## src/rtl/dcs_pkg.sv

```systemverilog
`default_nettype none
// ---------------------------------------------------------------------------
// dcs_pkg: shared types and constants for the distance constraint solver
// Item and result structs plus the widths of the sqrt and divide cell chains.
// ---------------------------------------------------------------------------
package dcs_pkg;

	localparam int unsigned FracBits = 16;
	localparam int unsigned PosW     = 32;
	localparam int unsigned DiffW    = 33;
	localparam int unsigned MagW     = 32;   // magnitude of a 33 bit signed diff fits 32 bits
	localparam int unsigned SqW      = 65;   // ux^2 + uy^2
	localparam int unsigned RootW    = 33;   // root below 2^33
	localparam int unsigned NumW     = MagW + FracBits;   // |a| * 2^F
	localparam int unsigned QuoW     = NumW;              // quotient bits produced
	localparam int unsigned NW       = FracBits + 2;      // signed direction, |n| <= 2^F
	localparam int unsigned DeltaW   = 35;
	localparam int unsigned ProdW    = NW + DeltaW;

	typedef struct packed {
		logic signed [PosW-1:0] first_x;
		logic signed [PosW-1:0] first_y;
		logic signed [PosW-1:0] second_x;
		logic signed [PosW-1:0] second_y;
		logic                   first_movable;
		logic                   second_movable;
		logic [30:0]            rest_length;
	} item_t;

	typedef struct packed {
		logic signed [PosW-1:0] new_first_x;
		logic signed [PosW-1:0] new_first_y;
		logic signed [PosW-1:0] new_second_x;
		logic signed [PosW-1:0] new_second_y;
	} result_t;

	// square root cell state, res ends up as the root
	typedef struct packed {
		logic             vld;
		item_t            item;
		logic [MagW-1:0]  ux;
		logic [MagW-1:0]  uy;
		logic             nx_neg;
		logic             ny_neg;
		logic [SqW-1:0]   rem;
		logic [SqW-1:0]   res;
	} sq_cell_t;

	// divide cell state, both components share the divisor
	typedef struct packed {
		logic             vld;
		item_t            item;
		logic             nx_neg;
		logic             ny_neg;
		logic [RootW-1:0] span;
		logic [NumW-1:0]  numx;
		logic [NumW-1:0]  numy;
		logic [RootW:0]   remx;
		logic [RootW:0]   remy;
		logic [QuoW-1:0]  qx;
		logic [QuoW-1:0]  qy;
	} dv_cell_t;

	function automatic logic signed [PosW-1:0] sat32(input logic signed [PosW+1:0] v);
		logic signed [PosW+1:0] hi;
		logic signed [PosW+1:0] lo;
		hi = (PosW+2)'(signed'({1'b0, {(PosW-1){1'b1}}}));
		lo = -hi - (PosW+2)'(1);
		if (v > hi)
			return hi[PosW-1:0];
		else if (v < lo)
			return lo[PosW-1:0];
		return v[PosW-1:0];
	endfunction

endpackage
`default_nettype wire

```

## src/rtl/dcs_sqrt_cell.sv

```systemverilog
`default_nettype none
// ---------------------------------------------------------------------------
// dcs_sqrt_cell: one bit of the restoring square root
// Decides one root bit per cell and passes the partial result on.
// ---------------------------------------------------------------------------
module dcs_sqrt_cell (
	input  wire                           clk,
	input  wire                           arst_n,
	input  wire [dcs_pkg::SqW-1:0]        one,
	input  wire dcs_pkg::sq_cell_t        cin,
	output dcs_pkg::sq_cell_t             cout
);

	dcs_pkg::sq_cell_t nxt;
	logic [dcs_pkg::SqW:0] trial;

	// one is 4^b for this cell's root bit, res holds the root scaled by 2^(b+1)
	always_comb begin
		nxt = cin;
		trial = {1'b0, cin.res} + {1'b0, one};
		nxt.res = cin.res >> 1;
		if (trial <= {1'b0, cin.rem}) begin
			nxt.rem = cin.rem - trial[dcs_pkg::SqW-1:0];
			nxt.res = (cin.res >> 1) + one;
		end
	end

	always_ff @(posedge clk or negedge arst_n) begin
		if (!arst_n) begin
			cout <= '0;
		end else begin
			cout <= nxt;
		end
	end

endmodule
`default_nettype wire

```

## config.mk

```make
export PLATFORM = sky130hd
export DESIGN_NAME = dcs_sqrt_cell
export DESIGN_NICKNAME = d
export VERILOG_FILES = /design/src/rtl/dcs_pkg.sv /design/src/rtl/dcs_sqrt_cell.sv
export SDC_FILE = /design/constraint.sdc
export NUM_CORES = 1
export LEC_CHECK = 0
export BUFFER_PORTS_ARGS = -buffer_cell sky130_fd_sc_hd__buf_2
export CELL_PAD_IN_SITES_DETAIL_PLACEMENT = 1
export CELL_PAD_IN_SITES_GLOBAL_PLACEMENT = 1
export CORE_AREA = 2 2 305 307
export DETAILED_ROUTE_END_ITERATION = 8
export DIE_AREA = 0 0 307 309
export GPL_ROUTABILITY_DRIVEN = 0
export HOLD_SLACK_MARGIN = 0.1
export PLACE_DENSITY_LB_ADDON = 0.12
export SETUP_SLACK_MARGIN = 0.4
export SYNTH_ARGS = -nofsm -noshare
export SYNTH_HDL_FRONTEND = slang
export SYNTH_SLANG_ARGS = --single-unit
```

## constraint.sdc

```tcl
create_clock -name clk -period 0.8 [get_ports clk]
set_clock_uncertainty 0.2 [all_clocks]
set_input_delay 0.16 -clock clk [delete_from_list [all_inputs] [get_ports clk]]
set_output_delay 0.16 -clock clk [all_outputs]
set_load 0.02 [all_outputs]
```

; Yosys cells after proc, flatten, opt, wreduce, memory -nomap -nowiden
; Cells that the tools add are included.
[totals]
output_inout_bits = 358
elab_cells = 19
input_bits = 425
register_bits = 358
[op_classes]
mux = 1
addsub = 3
order_cmp = 1
[op_table]
columns = cell, n
row1 = 2-to-1 mux 130 bit, 1
row2 = adder 65 x 65 -> 66 bit, 1
row3 = less-or-equal comparator 66 x 65 -> 1 bit, 1
row4 = adder 64 x 65 -> 65 bit, 1
row5 = subtractor 65 bit, 1

; Logic depth before layout (Yosys ltp)
[logic_depth]
ltp_word = 3
depth_mapped = 28
depth_no_buf = 26

; Worst setup path before layout
; Ideal clock, no wire load.
[synth_timing]
path_kind = input -> register
from = in one[11] (netlist name)
to = reg cout[102] (netlist name)
setup_time_ns = 0.127
t_required_ns = 0.473
setup_slack_ns = -5.016
arrival_ns = 5.488
path_stages = 24
path_cell_list = ha_1 > buf_2 > a211oi_1 > o211ai_1 > a221o_1 > o31ai_1 > nand2_1 > a311o_1 > a21oi_1 > o21ai_1 > a41o_1 > a21oi_1 > xnor2_1 > ha_1 > and3_1 > nand4_1 > nor4_1 > nand4_1 > or4_1 > a21oi_1 > o41ai_4 > buf_4 > buf_6 > mux2_1
[synth_lines]
columns = item, line_no
row1 = "start, declared", dcs_sqrt_cell.sv:9  ; input wire [dcs_pkg::SqW-1:0] one,
row2 = "end signal, assigned", dcs_sqrt_cell.sv:32  ; cout <= nxt;
row3 = "end, declared", dcs_sqrt_cell.sv:11  ; output dcs_pkg::sq_cell_t cout

==> impl_metrics.csv <==
group,metric,value,unit
status,status,"finished with violations",
status,failed_checks,"negative hold slack, negative setup slack",
grt,grt_pass1_vias,28380,
sta,slew_viol_final,0,
worst_setup_path,worstPathArrival,5.54,ns
worst_setup_path,cp-end-kind,"flop",
grt,grt_max_degree,41,
finish,area_growth_syn_to_layout,76.95,%
route,drtIter0Drc,1151,
worst_setup_path,critPathRequiredTime,1.10,ns
finish,largestRegisters,"cout: 358 flops",
worst_setup_path,critPathMaxFanout,6,
sta,setup_tns,-808.64,ns
synth,avgSynthCellArea,9.742,um^2
worst_setup_path,critPathLaunchType,"input pin",
place,portBuffers,782,
sta,fmax,0.1911,GHz
finish,top_register,"cout",
floorplan,start_util,25.57,%
sta,max_slew.worst_pin.slew,0.6997,ns
sta,fin_ws,-4.434,ns
synth,synth_ff_type,"dfrtp_1",
sta,finalCriticalPeriod,5.234,ns
worst_setup_path,criticalPathCategory,"in2reg",
synth,synth_edf_count,0,
synth,ys_warn_count,0,
route,drc,0,
clock_network,cts_max_level,2,
route,first_pass_iters,5,
sta,grt_setup_unrepaired,"true",
place,dp_hpwl,102300,um
sta,setup_viol_count_final,488,
route,antenna_left,0,
finish,largest_reg_flops,358,
clock_network,cts_tree,"built",
worst_setup_path,cpPeakStageDelay,0.46,ns
synth,synth_fp_nets,3085,
flow_run,drv_cap,0,
power,powerDensity,2241,mW/mm^2
synth,synth.distinct_cells,77,
route,wirelength,123500,um
grt,antenna_found_initial,38,
clock_network,clockRootBuffer,"clkbuf_16",
synth,ys_seq_area_share,38.33,%
power,irDropWorstVdd,0.001467,V
clock_network,cts_made_buffers,45,
clock_network,clk_pin_slew,0.06,ns
grt,grt-ovfl-total,0,
floorplan,top_level_ports,783,
worst_setup_path,slowest_stage,"or4_4",
worst_hold_path,hp-class,"in2async",
sta,hold_violations,716,
sta,fin_crit_sh,654.2,%
floorplan,dieArea,0.09486,mm^2
finish,mostFrequentLayoutCells,"buf_4 (987), buf_2 (414), buf_6 (366)",
clock_network,cts_sinks,358,
synth,synthArstFlopShare,100.0,%
clock_network,clock_path_buffers,3,
route,drt-wirelength-per-cell,22.90,um
grt,grt_pass1_wl,180200,um
route,num_vias,25560,
finish,final_common_cell,"buf_4",
power,cellLeakagePower,21.36,nW
power,power,92.68,mW
route,viasPerCell,4.740,
finish,fill_cells,10450,
floorplan,rows,111,
grt,grtUsageTotal,25.14,%
finish,drive_gt1_share,49.25,%
synth,syn_inst,2399,
sta,slew_headroom,52.15,%
sta,hold_ws,-0.6992,ns
finish,nets,4847,
synth,ys_seq_elements,358,
floorplan,die_h,309,um
floorplan,coreArea,0.09139,mm^2
synth,syn_area,0.02337,mm^2
floorplan,die_x,307,um
what timing repair did:
item                                    4_1_cts  5_1_grt
gates resized for setup                     856       53
pin swaps                                    41       21
endpoints found under the setup margin      488      488
gates cloned                                 10        1
endpoints found under the hold margin       716      716
setup buffers                                30        8
per-stage QoR:
step                      setup slack (ns)  hold slack, ns  utilization [%]  area [um^2]  cells
after global routing                -4.651         -0.7239            45.24        41350   5391
after floorplan                     -4.560         -0.3356                -        23490   2399
after CTS                           -4.458         -0.7359            44.83        40970   5372
after global placement              -5.713        -0.05819            39.39        36000   5251
after detailed placement            -5.773        -0.05053            39.39        36000   5251
final                               -4.434         -0.6992            45.25        41350   5393
worst max-delay path, delay by kind of cell:
kind	cells	cell delay, ns
fa+ha+maj	3	0.88
simple gates	6	1.26
compound gates	10	1.81
mux	1	0.31
xor+xnor	1	0.17
buf+inv	7	0.92
cell families (layout without fill, tap and decap cells):
family | count (synthesis) | count (layout) | synth area share (%)
AOI/OAI and AO/OA | 692 | 692 | 19.26
and+or+nand+nor | 504 | 504 | 10.60
DFF | 358 | 358 | 38.33
adders and majority gates | 261 | 261 | 14.07
buffers and inverters | 257 | 2053 | 4.406
xor gates and xnor gates | 195 | 195 | 7.308
muxes | 132 | 132 | 6.023
other | 0 | 12 | 0
power breakdown:
part | leakage, nW | switching (mW) | internal, mW
clock | 0.773 | 9.00 | 12.8
combinational | 16.4 | 24.0 | 24.0
sequential | 4.17 | 2.06 | 20.9
total | 21.4 | 35.0 | 57.7
Yosys cell counts (all sizes together), types with 5 or more instances:
library cell | count | area share (%)
dfrtp | 358 | 38
ha | 258 | 14
a21oi | 220 | 4.7
inv | 164 | 2.6
nand2 | 145 | 2.3
a21o | 126 | 4.0
o21ai | 112 | 2.4
xnor2 | 108 | 4.0
nor2 | 105 | 1.7
xor2 | 87 | 3.3
clkbuf | 73 | 1.2
mux2 | 69 | 3.3
mux2i | 63 | 2.7
nand3 | 44 | 0.94
nand4 | 42 | 1.2
nor3 | 32 | 0.69
and3 | 30 | 0.80
o21bai | 30 | 0.96
a211oi | 28 | 0.92
a31oi | 27 | 0.72
nor2b | 24 | 0.64
o21a | 23 | 0.74
and2 | 22 | 0.59
buf | 20 | 0.60
nand2b | 18 | 0.48
o211ai | 18 | 0.58
nor4 | 13 | 0.35
a21boi | 11 | 0.35
a211o | 9 | 0.34
a221oi | 9 | 0.36
o31ai | 8 | 0.26
or2 | 8 | 0.21
a221o | 7 | 0.30
and4 | 7 | 0.26
a2111oi | 6 | 0.22
a41oi | 6 | 0.22
o31a | 6 | 0.22
o22ai | 5 | 0.13
or4 | 5 | 0.16
routing by layer:
layer	GRT usage, %	vias up	wire (um)
li1	-	12090	-
met3	5.145	225	6264
met2	43.80	657	60500
met5	0	-	214
met1	30.49	12560	51790
met4	9.472	30	4713
cell type report:
| class | count | area [um^2] | share of cell area [%] |
|---|---|---|---|
| inverters | 164 | 618.1 | 1.495 |
| flip-flops and latches | 358 | 8966 | 21.68 |
| clock buffers | 62 | 1341 | 3.244 |
| multi-input cells | 1784 | 14210 | 34.37 |
| repair buffers | 1808 | 14480 | 35.01 |
| well taps | 1186 | 1484 | 3.588 |
| diodes | 12 | 30.03 | 0.07262 |
| clock inverters | 19 | 224.0 | 0.5416 |
worst max path at each step:
stage,start,endpoint,slack [ns],cells after the start
5_1_grt,one[0],cout[49]$_DFF_PN0_,-4.65,28
4_1_cts,cin[19],cout[57]$_DFF_PN0_,-4.46,26
2_1_floorplan,one[11],cout[51]$_DFF_PN0_,-4.56,24
6_report,cin[0],cout[49]$_DFF_PN0_,-4.43,28
3_3_place_gp,one[0],cout[31]$_DFF_PN0_,-5.71,25
3_5_place_dp,one[0],cout[34]$_DFF_PN0_,-5.77,25
Power figures use the tool's default switching activity.
