==> src/rtl/dcs_pkg.sv <==
`default_nettype none
// ---------------------------------------------------------------------------
// dcs_pkg: shared types and constants for the distance constraint solver
// Item and result structs plus the widths of the sqrt and divide cell chains.
// ---------------------------------------------------------------------------
package dcs_pkg;

	localparam int unsigned FracBits = 16;
	localparam int unsigned PosW     = 32;
	localparam int unsigned DiffW    = 33;
	localparam int unsigned MagW     = 32;   // magnitude of a 33 bit signed diff fits 32 bits
	localparam int unsigned SqW      = 65;   // ux^2 + uy^2
	localparam int unsigned RootW    = 33;   // root below 2^33
	localparam int unsigned NumW     = MagW + FracBits;   // |a| * 2^F
	localparam int unsigned QuoW     = NumW;              // quotient bits produced
	localparam int unsigned NW       = FracBits + 2;      // signed direction, |n| <= 2^F
	localparam int unsigned DeltaW   = 35;
	localparam int unsigned ProdW    = NW + DeltaW;

	typedef struct packed {
		logic signed [PosW-1:0] first_x;
		logic signed [PosW-1:0] first_y;
		logic signed [PosW-1:0] second_x;
		logic signed [PosW-1:0] second_y;
		logic                   first_movable;
		logic                   second_movable;
		logic [30:0]            rest_length;
	} item_t;

	typedef struct packed {
		logic signed [PosW-1:0] new_first_x;
		logic signed [PosW-1:0] new_first_y;
		logic signed [PosW-1:0] new_second_x;
		logic signed [PosW-1:0] new_second_y;
	} result_t;

	// square root cell state, res ends up as the root
	typedef struct packed {
		logic             vld;
		item_t            item;
		logic [MagW-1:0]  ux;
		logic [MagW-1:0]  uy;
		logic             nx_neg;
		logic             ny_neg;
		logic [SqW-1:0]   rem;
		logic [SqW-1:0]   res;
	} sq_cell_t;

	// divide cell state, both components share the divisor
	typedef struct packed {
		logic             vld;
		item_t            item;
		logic             nx_neg;
		logic             ny_neg;
		logic [RootW-1:0] span;
		logic [NumW-1:0]  numx;
		logic [NumW-1:0]  numy;
		logic [RootW:0]   remx;
		logic [RootW:0]   remy;
		logic [QuoW-1:0]  qx;
		logic [QuoW-1:0]  qy;
	} dv_cell_t;

	function automatic logic signed [PosW-1:0] sat32(input logic signed [PosW+1:0] v);
		logic signed [PosW+1:0] hi;
		logic signed [PosW+1:0] lo;
		hi = (PosW+2)'(signed'({1'b0, {(PosW-1){1'b1}}}));
		lo = -hi - (PosW+2)'(1);
		if (v > hi)
			return hi[PosW-1:0];
		else if (v < lo)
			return lo[PosW-1:0];
		return v[PosW-1:0];
	endfunction

endpackage
`default_nettype wire

==> src/rtl/dcs_div_cell.sv <==
`default_nettype none
// ---------------------------------------------------------------------------
// dcs_div_cell: one quotient bit for both direction components
// Restoring division step shared by x and y against the common distance.
// ---------------------------------------------------------------------------
module dcs_div_cell (
	input  wire                     clk,
	input  wire                     arst_n,
	input  wire dcs_pkg::dv_cell_t  cin,
	output dcs_pkg::dv_cell_t       cout
);

	dcs_pkg::dv_cell_t nxt;
	logic [dcs_pkg::RootW:0] shx;
	logic [dcs_pkg::RootW:0] shy;
	logic [dcs_pkg::RootW:0] dz;

	always_comb begin
		nxt = cin;
		dz  = {1'b0, cin.span};
		shx = {cin.remx[dcs_pkg::RootW-1:0], cin.numx[dcs_pkg::NumW-1]};
		shy = {cin.remy[dcs_pkg::RootW-1:0], cin.numy[dcs_pkg::NumW-1]};
		nxt.numx = cin.numx << 1;
		nxt.numy = cin.numy << 1;
		nxt.qx   = cin.qx << 1;
		nxt.qy   = cin.qy << 1;
		nxt.remx = shx;
		nxt.remy = shy;
		if (shx >= dz) begin
			nxt.remx  = shx - dz;
			nxt.qx[0] = 1'b1;
		end
		if (shy >= dz) begin
			nxt.remy  = shy - dz;
			nxt.qy[0] = 1'b1;
		end
	end

	always_ff @(posedge clk or negedge arst_n) begin
		if (!arst_n) begin
			cout <= '0;
		end else begin
			cout <= nxt;
		end
	end

endmodule
`default_nettype wire

==> config.mk <==
export PLATFORM = sky130hd
export DESIGN_NAME = dcs_div_cell
export DESIGN_NICKNAME = d
export VERILOG_FILES = /design/src/rtl/dcs_pkg.sv /design/src/rtl/dcs_div_cell.sv
export SDC_FILE = /design/constraint.sdc
export NUM_CORES = 1
export LEC_CHECK = 0
export BUFFER_PORTS_ARGS = -buffer_cell sky130_fd_sc_hd__buf_2
export CORE_AREA = 2 2 353 355
export DETAILED_ROUTE_END_ITERATION = 6
export DIE_AREA = 0 0 355 357
export PLACE_DENSITY = 0.41
export SYNTH_ARGS = -nofsm -noshare
export SYNTH_HDL_FRONTEND = slang
export SYNTH_SLANG_ARGS = --single-unit
==> constraint.sdc <==
create_clock -name clk -period 1.03 [get_ports clk]
set_input_delay 0.0515 -clock clk [delete_from_list [all_inputs] [get_ports clk]]
set_output_delay 0.0515 -clock clk [all_outputs]
set_load 0.1 [all_outputs]
After elaboration in Yosys (flattened, before gate mapping)
Cells that the tools add are included.
- bits in registers: 455
- bits of input ports: 459
- output and inout bits: 457
- logic and storage cells: 25
- muxes and demuxes: 4
- add/subtract/negate cells: 2
- magnitude comparators: 2
- operator list (kind ; number):
    $ge 34x33->1 ; 2
    $mux 34 ; 2
    $sub 34x33->34 ; 2
    $mux 1 ; 2

Longest topological paths before layout
- word-level depth: 2
- mapped depth: 15
- mapped depth without buffers: 13

Worst setup path before layout
Ideal clock, no wire load.
- kind: input -> register
- start point: input cin[259] (netlist bit)
- end point: register cout[134] (netlist bit)
- path buffers: 2
- arrival time: 2.576 ns
- stages on the path: 13
- data required time: 0.905 ns
- path slack: -1.671 ns
- library setup time: 0.125 ns
- path through: inv_1 > ha_1 > inv_1 > fa_1 > a21oi_1 > o221ai_2 > a221oi_4 > or4_1 > a21oi_1 > or4_4 > buf_6 > buf_6 > mux2_4
- RTL lines (element ; RTL line ; RTL):
    start, declared ; dcs_div_cell.sv:9 ; input wire dcs_pkg::dv_cell_t cin,
    end signal, assigned ; dcs_div_cell.sv:43 ; cout <= nxt;
    end, declared ; dcs_div_cell.sv:10 ; output dcs_pkg::dv_cell_t cout

==> flow_summary.yaml <==
routing:
  drc: 0
  dr.pass1.iters: 5
  vias_per_cell: 3.55
  wl_mm: 116
  wl_per_cell_um: 24.7
  antenna_left: 0
  detailroute.via_count: 16700
  drt_iter0_markers: 730
sta:
  fin_crit_ps: 2260
  setup_ws_ps: -1230
  hold_viol_final: 7
  final-setup-viol-count: 525
  rsz0062_at_grt: "yes"
  setup_tns_ps: -195330
  whs_ps: -472
  fmax_mhz: 443
  fin_crit_sh_pct: 219
  finalMaxSlewViolations: 0
pwr:
  worst_ir_drop_vdd_v: 0.00136
  power_frac_seq_pct: 29.6
  p_sw_mw: 25.8
  p_leak_nw: 18.8
  p_sw_share_pct: 37.1
  p_per_area_nw_per_um2: 1710
  pwr-share-clk_pct: 33.9
  p_comb_share_pct: 36.6
  internal_power_mw: 43.7
hold_path:
  min_path_type: "in2reg"
  hold_end: "cout[261]"
  hold_depth: 1
  min_from: "cin[261]"
grt:
  overflow: 0
  grt_usage_pct: 17.7
  grt_pass1_wl_mm: 153
  grt_antenna_before_repair: 84
  grt_start_max_net_pins: 64
  grt_pass1_vias: 17900
final_layout:
  largest_reg_flops: 455
  multiInputGateArea_um2: 4640
  drive_gt1_share_pct: 49.7
  syn2layout_area_growth_pct: 156
  fin_util_pct: 33.1
  register_area_um2: 11400
  top_register: "cout"
  top_regs: "cout x455"
  final_design_area_no_fill_um2: 40700
  nFillCells: 12300
  nNetsFinal: 3506
critical_path:
  cp_cell_sequence: "buf_8 > clkinvlp_4 > buf_6 > fa_2 > a21oi_2 > o221ai_2 > a221oi_4 > or4_4 > a21oi_2 > or4_4 > buf_12 > mux2_4"
  crit_path_start_kind: "input port"
  cp_top_family: "simple AND/OR/NAND/NOR gates"
  crit_arrival_ps: 2790
  crit_required_ps: 1560
  max_stage_delay_ps: 530
  critical_path.max_fanout: 8
  worstSetupEndpointType: "register"
  cp_slowest_cell: "or4_4"
  path_depth: 12
  worstPathBufferInverterCount: 4
  path_class: "in2reg"
floorplan:
  initial_utilization_pct: 12.9
  rows: 129
  die_h_um: 357
  ios: 916
  dieWidth_um: 355
  design.die.area_um2: 127000
  fp.coreArea_um2: 123000
yosys:
  synth.distinct_cells: 63
  postSynthAreaPerCell_um2: 13.9
  yosysSeqAreaShare_pct: 71.6
  async_flop_share_pct: 100
  synth_seq_cells: 455
  netlist_instances: 1145
  synth_edf_count: 0
  syn_area_um2: 15900
  synth-main-ff-cell: "dfrtp_1"
  yosysWarnings: 0
flow_run:
  cap_viol_max_count: 0
clock_tree:
  cts_tree: "done"
  cts_buffers: 60
  clk_pin_slew_ps: 60
  cts_root_buf: "clkbuf_16"
  cts_max_path_buffers: 3
  h-tree-depth: 2
  cts.sinks: 455
placement:
  io_buffers: 909
  place_area_um2: 31800
  gp_congestion: 0.853
  hpwl_mm: 95.7
status:
  violations: "negative hold slack, negative setup slack"
  status: "finished, violations left"
layer usage:
layer	routed length, um	GRT usage, %
met1	45600	21.0
met2	54300	28.9
met3	12900	8.40
met4	2920	4.15
met5	227	0
power by group through the flow:
stage | clock network, mW | logic [mW] | registers (mW)
after floorplan | 0 | 2.69 | 29.7
after global placement | 0 | 22.9 | 20.9
after detailed placement | 0 | 22.9 | 20.8
after CTS | 24.3 | 25.4 | 20.6
after global routing | 25.0 | 26.4 | 20.7
final | 23.5 | 25.4 | 20.5
final cells by class:
type	count	area share, %
diodes	29	0.178
clock buffers	77	4.10
clock inverters	37	1.36
inverters	60	0.631
multi-input cells	594	11.4
flip-flops and latches	455	28.1
well taps	1637	5.04
repair buffers	1808	49.2
cell families (layout without fill, tap and decap cells):
group	count (synthesis)	after routing	share of synthesized area, %
mux	12	12	0.983
buf+inv	97	1982	2.62
simple gates	203	203	5.94
other cells	1	31	0.0236
flops	455	455	71.6
xor+xnor	59	59	3.25
compound gates	250	250	10.2
fa+ha+maj	68	68	5.44
Yosys cell counts (2+ instances only):
| cell type | n | area [um^2] |
|---|---|---|
| fa_1 | 2 | 40.0 |
| nor2b_1 | 6 | 37.5 |
| o21ai_0 | 50 | 250 |
| a21oi_1 | 77 | 385 |
| clkbuf_1 | 21 | 78.8 |
| nand4_1 | 15 | 93.8 |
| a21oi_2 | 10 | 87.6 |
| and3_1 | 10 | 62.6 |
| or3_1 | 2 | 12.5 |
| nand3_1 | 18 | 90.1 |
| a31o_2 | 2 | 17.5 |
| ha_1 | 66 | 826 |
| o31ai_1 | 3 | 22.5 |
| nand2_1 | 69 | 259 |
| nor2_1 | 59 | 221 |
| o21a_1 | 3 | 22.5 |
| a211oi_1 | 5 | 37.5 |
| o211ai_1 | 4 | 30.0 |
| nor3b_1 | 2 | 15.0 |
| a221oi_1 | 4 | 35.0 |
| inv_1 | 60 | 225 |
| o21bai_1 | 12 | 90.1 |
| o21ai_1 | 6 | 30.0 |
| mux2_2 | 5 | 56.3 |
| a21o_1 | 40 | 300 |
| nor4_2 | 2 | 25.0 |
| mux2_4 | 6 | 90.1 |
| dfrtp_1 | 455 | 11400 |
| a211o_1 | 5 | 43.8 |
| buf_4 | 3 | 22.5 |
| xor2_1 | 27 | 236 |
| buf_6 | 4 | 45.0 |
| xnor2_1 | 32 | 280 |
| nand2b_1 | 6 | 37.5 |
| o22ai_1 | 2 | 12.5 |
| nor3_1 | 5 | 25.0 |
| or2_2 | 2 | 12.5 |
| o22a_1 | 2 | 17.5 |
| o31a_1 | 2 | 17.5 |
| nor4_1 | 3 | 18.8 |
| a31oi_1 | 8 | 50.1 |
| buf_2 | 9 | 45.0 |
stage by stage:
step / total power, mW / std cells / setup WS [ps] / hold WS, ps
floorplan: 32.4 / 1146 / -1550 / -244
global placement: 43.8 / 3965 / -2050 / -87.1
detailed placement: 43.8 / 3965 / -2070 / -88.9
CTS: 70.3 / 4654 / -1150 / -548
global route: 72.1 / 4681 / -1260 / -533
finish: 69.5 / 4697 / -1230 / -472
timing repair:
action	4_1_cts	5_1_grt
setup buffers	12	5
pin swaps	24	19
cloned	6	1
hold buffers	557	9
resized for setup	111	75
setup endpoints to repair	525	525
endpoints found under the hold margin	909	16
how the worst max path moves through the flow:
| stage | startpoint | endpoint | slack [ps] |
|---|---|---|---|
| floorplan | cin[259] | cout[134] | -1550 |
| global placement | cin[211] | cout[97] | -2050 |
| detailed placement | cin[211] | cout[104] | -2070 |
| CTS | cin[261] | cout[104] | -1150 |
| global route | cin[211] | cout[104] | -1260 |
| finish | cin[261] | cout[136] | -1230 |
placed cells by master (no fill, tap or decap), types with 12 or more instances in the layout:
master         instances
dlygate4sd3_1        566
buf_12               473
buf_2                449
dfrtp_1              429
buf_4                293
ha_1                  64
clkbuf_16             62
a21oi_1               60
nand2_1               58
inv_1                 50
a21o_1                40
nor2_1                36
xnor2_1               31
diode_2               29
xor2_1                27
a21oi_2               27
dfrtp_2               26
nor2_4                22
o21ai_1               21
o21ai_0               20
nand3_1               15
nand4_1               15
o21ai_2               14
clkinv_2              14
o21bai_1              12
bufinv_16             12
Note: power is estimated with default switching activity, not from simulation.
